### config.mk
export PLATFORM = sky130hd
export DESIGN_NAME = tte_ctrl
export DESIGN_NICKNAME = d
export VERILOG_FILES = /design/src/hw/rtl/tte_pkg.sv /design/src/hw/rtl/tte_ctrl.sv
export SDC_FILE = /design/constraint.sdc
export NUM_CORES = 1
export LEC_CHECK = 0
export BUFFER_PORTS_ARGS = -buffer_cell sky130_fd_sc_hd__buf_2
export CAP_MARGIN = 20
export CORE_AREA = 2 2 39 41
export CTS_CLUSTER_DIAMETER = 150
export CTS_CLUSTER_SIZE = 28
export DETAILED_ROUTE_END_ITERATION = 8
export DIE_AREA = 0 0 41 43
export PLACE_DENSITY = 0.78
export SYNTH_ARGS = -nofsm -noshare
export SYNTH_HDL_FRONTEND = slang
export SYNTH_SLANG_ARGS = --single-unit
### constraint.sdc
create_clock -name clk_i -period 1.8 [get_ports clk_i]
set_input_delay 0.18 -clock clk_i [delete_from_list [all_inputs] [get_ports clk_i]]
set_output_delay 0.18 -clock clk_i [all_outputs]
set_load 0.02 [all_outputs]
### src/hw/rtl/tte_pkg.sv
package tte_pkg;

  localparam int unsigned ROWS    = 32;
  localparam int unsigned COLS    = 64;
  localparam int unsigned ESC_CAP = 16;

  // The screen address is {row, col}, so both sizes are powers of two.
  localparam int unsigned ROW_W  = $clog2(ROWS);
  localparam int unsigned COL_W  = $clog2(COLS);
  localparam int unsigned CCOL_W = COL_W + 1;
  localparam int unsigned ADDR_W = ROW_W + COL_W;
  localparam int unsigned DEPTH  = ROWS * COLS;
  localparam int unsigned ECNT_W = $clog2(ESC_CAP);
  localparam int unsigned NUM_W  = 14;
  localparam int unsigned NUM_MAX = 9999;
  localparam int unsigned CHAR_W = 7;

  localparam logic [CHAR_W-1:0] SPACE = 7'h20;

  // Screen memory operations requested by the controller.
  localparam logic [2:0] OP_NONE    = 3'd0;
  localparam logic [2:0] OP_CLEAR   = 3'd1;
  localparam logic [2:0] OP_COPY_RD = 3'd2;
  localparam logic [2:0] OP_COPY_WR = 3'd3;
  localparam logic [2:0] OP_FILL    = 3'd4;
  localparam logic [2:0] OP_WRITE   = 3'd5;
  localparam logic [2:0] OP_READ    = 3'd6;

  typedef struct packed {
    logic       accept;
    logic       cnt_inc;
    logic       fill_inc;
    logic [2:0] ram_op;
    logic       cap_cell;
    logic       out_load;
  } tte_cmd_t;

  typedef struct packed {
    logic is_read;
    logic clear;
    logic scroll;
    logic fill;
    logic write;
    logic cnt_last;
    logic copy_last;
    logic fill_last;
  } tte_stat_t;

endpackage

### src/hw/rtl/tte_ctrl.sv
module tte_ctrl (
  input  logic                clk_i,
  input  logic                rst_ni,
  input  logic                in_valid_i,
  output logic                in_ready_o,
  output logic                out_valid_o,
  input  logic                out_ready_i,
  input  tte_pkg::tte_stat_t  stat_i,
  output tte_pkg::tte_cmd_t   cmd_o
);

  localparam logic [3:0] S_INIT    = 4'd0;
  localparam logic [3:0] S_IDLE    = 4'd1;
  localparam logic [3:0] S_DISP    = 4'd2;
  localparam logic [3:0] S_READ    = 4'd3;
  localparam logic [3:0] S_RWAIT   = 4'd4;
  localparam logic [3:0] S_CLEAR   = 4'd5;
  localparam logic [3:0] S_COPY_RD = 4'd6;
  localparam logic [3:0] S_COPY_WR = 4'd7;
  localparam logic [3:0] S_BLANK   = 4'd8;
  localparam logic [3:0] S_FILL    = 4'd9;
  localparam logic [3:0] S_WRITE   = 4'd10;
  localparam logic [3:0] S_DONE    = 4'd11;

  logic [3:0] state_q, state_d;
  logic       out_valid_q, out_valid_d;

  always_comb begin
    state_d = state_q;
    cmd_o   = '0;
    cmd_o.ram_op = tte_pkg::OP_NONE;
    case (state_q)
      S_INIT: begin
        cmd_o.ram_op  = tte_pkg::OP_CLEAR;
        cmd_o.cnt_inc = 1'b1;
        if (stat_i.cnt_last) state_d = S_IDLE;
      end
      S_IDLE: begin
        if (in_valid_i) begin
          cmd_o.accept = 1'b1;
          state_d      = S_DISP;
        end
      end
      S_DISP: begin
        if (stat_i.is_read)     state_d = S_READ;
        else if (stat_i.clear)  state_d = S_CLEAR;
        else if (stat_i.scroll) state_d = S_COPY_RD;
        else if (stat_i.fill)   state_d = S_FILL;
        else if (stat_i.write)  state_d = S_WRITE;
        else                    state_d = S_DONE;
      end
      S_READ: begin
        cmd_o.ram_op = tte_pkg::OP_READ;
        state_d      = S_RWAIT;
      end
      S_RWAIT: begin
        cmd_o.cap_cell = 1'b1;
        state_d        = S_DONE;
      end
      S_CLEAR: begin
        cmd_o.ram_op  = tte_pkg::OP_CLEAR;
        cmd_o.cnt_inc = 1'b1;
        if (stat_i.cnt_last) state_d = S_DONE;
      end
      S_COPY_RD: begin
        cmd_o.ram_op = tte_pkg::OP_COPY_RD;
        state_d      = S_COPY_WR;
      end
      S_COPY_WR: begin
        cmd_o.ram_op  = tte_pkg::OP_COPY_WR;
        cmd_o.cnt_inc = 1'b1;
        state_d       = stat_i.copy_last ? S_BLANK : S_COPY_RD;
      end
      S_BLANK: begin
        cmd_o.ram_op  = tte_pkg::OP_CLEAR;
        cmd_o.cnt_inc = 1'b1;
        if (stat_i.cnt_last) state_d = stat_i.write ? S_WRITE : S_DONE;
      end
      S_FILL: begin
        cmd_o.ram_op   = tte_pkg::OP_FILL;
        cmd_o.fill_inc = 1'b1;
        if (stat_i.fill_last) state_d = S_DONE;
      end
      S_WRITE: begin
        cmd_o.ram_op = tte_pkg::OP_WRITE;
        state_d      = S_DONE;
      end
      S_DONE: begin
        if (!out_valid_q || out_ready_i) begin
          cmd_o.out_load = 1'b1;
          state_d        = S_IDLE;
        end
      end
      default: state_d = S_IDLE;
    endcase
  end

  always_comb begin
    out_valid_d = out_valid_q;
    if (cmd_o.out_load)   out_valid_d = 1'b1;
    else if (out_ready_i) out_valid_d = 1'b0;
  end

  always_ff @(posedge clk_i or negedge rst_ni) begin
    if (!rst_ni) begin
      state_q     <= S_INIT;
      out_valid_q <= 1'b0;
    end else begin
      state_q     <= state_d;
      out_valid_q <= out_valid_d;
    end
  end

  assign in_ready_o  = (state_q == S_IDLE);
  assign out_valid_o = out_valid_q;

endmodule

==> results of run 1 <==
-- cells in the final DEF (no fill, tap or decap) --
cell type / netlist / final
buf_4: 1 / 5
o21ai_0: 4 / 4
a221oi_1: 1 / 1
a21oi_1: 8 / 8
nor3_1: 4 / 4
o31ai_1: 1 / 1
dfrtp_2: 0 / 2
o21bai_1: 1 / 1
nor2b_1: 2 / 2
clkbuf_1: 0 / 1
buf_2: 5 / 21
nand4b_1: 1 / 1
a32oi_1: 1 / 1
o311ai_1: 1 / 1
o32ai_1: 2 / 2
nand2b_1: 6 / 6
inv_1: 3 / 3
dlygate4sd3_1: 0 / 1
o32a_4: 1 / 1
and2_1: 1 / 1
nor4_1: 1 / 1
a31oi_1: 1 / 1
o21ai_2: 1 / 1
or3_1: 2 / 2
dfrtp_1: 5 / 3
mux2_4: 1 / 1
o31ai_4: 1 / 1
nor2_1: 5 / 5
xor2_1: 1 / 1
nand3_1: 2 / 2
nand2_1: 8 / 8
clkbuf_4: 0 / 3
nand2_2: 1 / 1
o21ai_1: 1 / 1
-- cells in the mapped netlist (2+ instances only) --
| library cell | instances |
|---|---|
| or3_1 | 2 |
| dfrtp_1 | 5 |
| a21oi_1 | 8 |
| nand2_1 | 8 |
| o32ai_1 | 2 |
| nand3_1 | 2 |
| nor2_1 | 5 |
| buf_2 | 5 |
| nor2b_1 | 2 |
| o21ai_0 | 4 |
| nor3_1 | 4 |
| nand2b_1 | 6 |
| inv_1 | 3 |
-- final cells by class --
| type | count | area share |
|---|---|---|
| clock buffer | 4 | 0.03684 |
| tap | 16 | 0.02807 |
| timing repair buffer | 27 | 0.2140 |
| multi-input combinational | 59 | 0.5263 |
| inverter | 3 | 0.01579 |
| sequential | 5 | 0.1789 |
-- metal layers --
metal  vias up  track usage
li1        315            -
met1       290       0.1803
met2        18       0.2906
met3         0      0.05236
met4         0      0.07333
met5         -            0
-- power by group through the flow --
stage          clock network [mW]  registers, mW  logic (mW)
2_1_floorplan                   0          0.213       0.762
3_3_place_gp                    0          0.302       0.873
3_5_place_dp                    0          0.310       0.896
4_1_cts                     0.135          0.308       0.900
5_1_grt                     0.149          0.330       0.974
6_report                    0.130          0.318       0.899
-- logic make-up after synthesis --
family                 Yosys count  share of synthesized area
AO/OA/AOI/OAI                   24                     0.3289
multiplexers                     1                    0.02702
flip-flops                       5                     0.2252
XOR/XNOR                         1                    0.01577
AND/OR/NAND/NOR                 33                     0.3041
buffers and inverters           10                    0.09909
-- worst reg2reg max path, stage by stage (launching register included) --
cell and delay [ns]:
dfrtp_1 0.50, buf_4 0.23, or3_1 0.36, nor4_1 0.29, nor3_1 0.10, o21ai_1 0.14
-- flip-flops by register name, indices dropped and copies added, names as in the netlist --
signal,count
state_q,4
out_valid_o,1
-- metrics by stage --
| stage | hold slack, ns | instance area (sq um) | setup WS [ns] | total power [mW] |
|---|---|---|---|---|
| after floorplan | -0.1156 | 555.5 | 0.1055 | 0.9751 |
| after global placement | -0.005183 | 674.4 | 0.1362 | 1.175 |
| after detailed placement | -0.004558 | 674.4 | 0.1277 | 1.206 |
| after CTS | 0.2635 | 710.7 | 0.07512 | 1.343 |
| after global routing | 0.2601 | 713.2 | -0.01039 | 1.453 |
| final | 0.2672 | 713.2 | 0.09902 | 1.347 |
-- how the worst max path moves through the flow --
stage	start	cells after the start	slack, ns	endpoint
6_report	state_q[3]$_DFFE_PN0P_	5	0.1	state_q[3]$_DFFE_PN0P_
3_3_place_gp	state_q[3]$_DFFE_PN0P_	5	0.14	state_q[3]$_DFFE_PN0P_
2_1_floorplan	state_q[1]$_DFFE_PN0P_	4	0.11	cmd_o[7]
4_1_cts	state_q[1]$_DFFE_PN0P_	4	0.08	cmd_o[7]
3_5_place_dp	state_q[3]$_DFFE_PN0P_	5	0.13	state_q[3]$_DFFE_PN0P_
5_1_grt	state_q[1]$_DFFE_PN0P_	4	-0.01	cmd_o[7]
-- what timing repair did --
action                                  CTS  global route
setup buffers                             0             0
hold endpoints to repair                  5             0
endpoints found under the setup margin    0             1
hold buffers                              1             0
resized for setup                         0             2
==> results.json, run 1 <==
{
  "insertion_delay_ns": 0.24,
  "cts_sinks": 5,
  "wl_met3_microns": 63,
  "timing.reg2reg.setup_slack_ns": 0.1,
  "drc_errors": 0,
  "yosysWarnings": 0,
  "fin_util": 0.5154,
  "wl_per_cell_microns": 12.99,
  "pwr-share-clk": 0.097,
  "synth-seq-cells": 5,
  "fillerInstances": 145,
  "antenna_found_initial": 0,
  "path_buf_inv": 1,
  "synth_edf_count": 0,
  "critPathKind": "reg -> reg",
  "fp.dieH_microns": 43,
  "grt_overflow": 0,
  "synth_top_area_cell": "dfrtp_1",
  "wl_met2_microns": 757,
  "synthesis.nets": 86,
  "core_sq_um": 1384,
  "insertedDiodeCount": 0,
  "ff_latch_area_sq_um": 127.6,
  "viasPerCell": 5.465,
  "async_flop_share": 1.000,
  "ioPinCount": 22,
  "first_pass_iters": 4,
  "gp_congestion": 0.8353,
  "final_cells": 114,
  "hp-class": "in -> async",
  "dpl.hpwl_mm": 1.138,
  "drt_iter0_drc": 10,
  "slew_headroom": 0.7578,
  "p_seq_frac": 0.236,
  "arrival_ns": 1.86,
  "drive_gt1_frac": 0.3673,
  "cts_root_buf": "clkbuf_4",
  "p_sw_frac": 0.5217,
  "grt_max_degree": 16,
  "cp.required_ns": 1.96,
  "maxCapViolations": 0,
  "cp_top_family": "simple AND/OR/NAND/NOR gates",
  "synth_top_area_share": 0.2252,
  "hold_viol": 0,
  "die_w_microns": 41,
  "p_int_uw": 644.4,
  "leakagePower_nw": 0.3343,
  "period_minus_slack_ns": 1.701,
  "drt-total-wl_mm": 1.481,
  "clkSlewWorstSetupHoldPaths_ns": 0.05,
  "worst_pin_slew_ns": 0.3633,
  "worstPathCellList": "buf_4 -> or3_1 -> nor4_1 -> nor3_1 -> o21ai_1",
  "ant_nets": 0,
  "start_util": 0.4014,
  "syn_to_final_growth_pct": 28.38,
  "endpoint_kind": "flip-flop",
  "p_comb_frac": 0.667,
  "finClkSkew_ns": 0.002142,
  "rows": 14,
  "die_area_sq_um": 1763,
  "syn_avg_cell_area_sq_um": 7.507,
  "switchingPower_uw": 702.8,
  "multi_input_area_sq_um": 375.4,
  "io_buffer_count": 21,
  "synth_cell_types": 31,
  "r2r_end": "state_q[3]$_DFFE_PN0P_",
  "slowest_stage": "dfrtp_1",
  "seq_area_frac_synth": 0.2252,
  "clockBufferDepth": 2,
  "fmax_ghz": 0.5879,
  "r2r_start": "state_q[3]$_DFFE_PN0P_",
  "vias": 623,
  "cts_tree": "built",
  "grt_pass1_vias": 512,
  "nets": 111,
  "tns_ns": 0,
  "syn_inst": 74,
  "power_density_nw_per_um2": 1889,
  "synth_area_sq_um": 555.5,
  "numCtsBuffers": 3,
  "fin_crit_sh": 0.9450,
  "cts-htree-levels": 1,
  "status": "finished, final reports clean",
  "peakVddDrop_mv": 1.000,
  "finalSetupViolations": 0,
  "slowest_delay_ns": 0.50,
  "critPathLaunchType": "flip-flop",
  "dp.cells": 109,
  "ff2ff_path_depth": 5,
  "maxSlewViolCount": 0,
  "synth_ff_type": "dfrtp_1",
  "grt_util_all_layers": 0.1707,
  "crit_fanout": 10,
  "top_layer": "met3",
  "wl_met1_microns": 659,
  "grt_pass1_wl_mm": 2.014,
  "synth.area.top_cells": "dfrtp_1 23%, a21oi_1 7.2%, nand2b_1 6.8%"
}
Note: power is estimated with default switching activity, not from simulation.
==> run 2: changes to the inputs <==
--- a/config.mk
+++ b/config.mk
@@ -8,7 +8,6 @@
 export BUFFER_PORTS_ARGS = -buffer_cell sky130_fd_sc_hd__buf_2
 export CAP_MARGIN = 20
 export CORE_AREA = 2 2 39 41
-export CTS_CLUSTER_DIAMETER = 150
 export CTS_CLUSTER_SIZE = 28
 export DETAILED_ROUTE_END_ITERATION = 8
 export DIE_AREA = 0 0 41 43
==> constraint.sdc (replaced) <==
create_clock -name clk_i -period 1.8 [get_ports clk_i]
set_input_delay 0.18 -clock clk_i [delete_from_list [all_inputs] [get_ports clk_i]]
set_output_delay 0.18 -clock clk_i [all_outputs]
set_load 0.01 [all_outputs]
==> run 2 against run 1 <==
- cell count stayed put
- combinational power down 9.7%
- non-clock buffer count stayed put
- hold slack worse by 0.0040 ns
- largest cell class unchanged
==> results.json, run 2 (synthesis gave the netlist of run 1 again) <==
{
  "status": "finished, final reports clean",
  "pwr-share-clk": 0.106,
  "hp-class": "in -> reg",
  "die_w_microns": 41,
  "drc_errors": 0,
  "ctsHoldBuffers": 1,
  "p_comb_frac": 0.649,
  "worst_pin_slew_ns": 0.4386,
  "nets": 111,
  "p_seq_frac": 0.245,
  "wl_per_cell_microns": 11.90,
  "setup_slack_ns": 0.1238,
  "io_buffer_count": 21,
  "crit_fanout": 14,
  "arrival_ns": 1.50,
  "slowest_delay_ns": 0.60,
  "fmax_ghz": 0.5966,
  "first_pass_iters": 4,
  "fin_area_sq_um": 710.7,
  "drt_iter0_drc": 19,
  "cts_tree": "built",
  "slew_headroom": 0.7076,
  "finalSetupViolations": 0,
  "critPathKind": "reg -> out",
  "slowest_stage": "dfrtp_1",
  "insertedDiodeCount": 0,
  "largest_register_ff_count": 4,
  "finClkSkew_ns": 0.0002642,
  "maxSlewViolCount": 0,
  "cts_setup_buffers": 0,
  "grt_pass1_wl_mm": 2.021,
  "period_minus_slack_ns": 1.676,
  "clockBufferDepth": 2,
  "cts_resized": 0,
  "grt_max_degree": 15,
  "ant_nets": 0,
  "fin_crit_sh": 0.9312,
  "drive_gt1_frac": 0.3469,
  "leakagePower_nw": 0.3364,
  "syn_to_final_growth_pct": 27.93,
  "largest-register": "state_q",
  "antenna_found_initial": 0,
  "worstPathCellList": "nand2b_1 -> nor3_1 -> and2_1 -> buf_2",
  "timing.reg2reg.setup_slack_ns": 0.21,
  "power_density_nw_per_um2": 1762,
  "switchingPower_uw": 614.5,
  "p_int_uw": 637.8,
  "rsz0062_at_grt": "no",
  "viasPerCell": 5.377,
  "grt_overflow": 0,
  "layout_commonest_cell": "buf_2",
  "cts-htree-levels": 1,
  "drt-total-wl_mm": 1.357,
  "fp.dieH_microns": 43,
  "mostFrequentLayoutCells": "21 x buf_2, 8 x nand2_1, 8 x a21oi_1, 6 x nand2b_1",
  "core_sq_um": 1384,
  "endpoint_kind": "primary output",
  "cts_root_buf": "clkbuf_4",
  "hold_viol": 0,
  "cp.required_ns": 1.62,
  "placed_cell_area_sq_um": 674.4,
  "tns_ns": 0,
  "grt_pass1_vias": 517,
  "cts_sinks": 5,
  "die_area_sq_um": 1763,
  "maxCapViolations": 0,
  "insertion_delay_ns": 0.24,
  "ioPinCount": 22,
  "clkSlewWorstSetupHoldPaths_ns": 0.04,
  "numCtsBuffers": 3,
  "peakVddDrop_mv": 0.8100,
  "dpl.hpwl_mm": 1.042,
  "post-place-ws_ns": 0.2379,
  "grt_util_all_layers": 0.1675,
  "vias": 613,
  "gp_congestion": 0.8247,
  "start_util": 0.4014,
  "p_sw_frac": 0.4907,
  "rows": 14,
  "critPathLaunchType": "flip-flop"
}
==> run 2: changes by cell type in the layout (fill, tap and decap cells not counted) <==
cell	change
dfrtp_1	+2
dfrtp_2	-2
==> run 2: cell type report <==
cell class              instances  area [sq um]
fillers                       133         673.1
repair buffers                 27         152.6
flip-flops and latches          5         125.1
clock buffers                   4         26.28
inverters                       3         11.26
multi-input cells              59         375.4
well taps                      16         20.02
==> run 2: final timing paths <==
check | from | endpoint | depth (start not counted)
max in group asynchronous | rst_ni | state_q[3]$_DFFE_PN0P_ | 2
worst min-delay path | stat_i[7] | state_q[2]$_DFFE_PN0P_ | 4
worst min register to register | out_valid_o$_DFFE_PN0P_ | out_valid_o$_DFFE_PN0P_ | 2
worst max-delay path | state_q[0]$_DFFE_PN0P_ | cmd_o[7] | 4
min in group asynchronous | rst_ni | out_valid_o$_DFFE_PN0P_ | 2
worst max register to register | state_q[3]$_DFFE_PN0P_ | state_q[3]$_DFFE_PN0P_ | 5
==> run 2: metrics by stage <==
| step | utilization | instances | power (mW) | hold slack [ns] |
|---|---|---|---|---|
| finish | 0.5136 | 114 | 1.252 | 0.2632 |
| global route | 0.5136 | 114 | 1.365 | 0.2833 |
| CTS | 0.5136 | 114 | 1.252 | 0.2640 |
| detailed placement | 0.4873 | 109 | 1.113 | -0.004009 |
| global placement | 0.4873 | 109 | 1.097 | -0.004201 |
| floorplan | - | 74 | 0.8982 | -0.1156 |
==> run 2: per-layer routing <==
metal | wire (microns) | up-vias | GRT usage
met2 | 618 | 22 | 0.2438
met4 | 28 | 0 | 0.1200
met3 | 70 | 4 | 0.02094
li1 | - | 317 | -
met5 | 0 | - | 0
met1 | 639 | 270 | 0.2157
==> run 2: power by group through the flow <==
stage	logic, mW	registers (mW)	clock network [mW]
finish	0.812	0.307	0.133
global route	0.901	0.319	0.144
CTS	0.814	0.303	0.135
detailed placement	0.811	0.303	0
global placement	0.794	0.303	0
floorplan	0.692	0.206	0
==> run 2: critical path: cells and delay by family (launching register included) <==
kind | cells | cell delay (ns)
buffers and inverters | 1 | 0.12
DFF | 1 | 0.60
and+or+nand+nor | 3 | 0.54
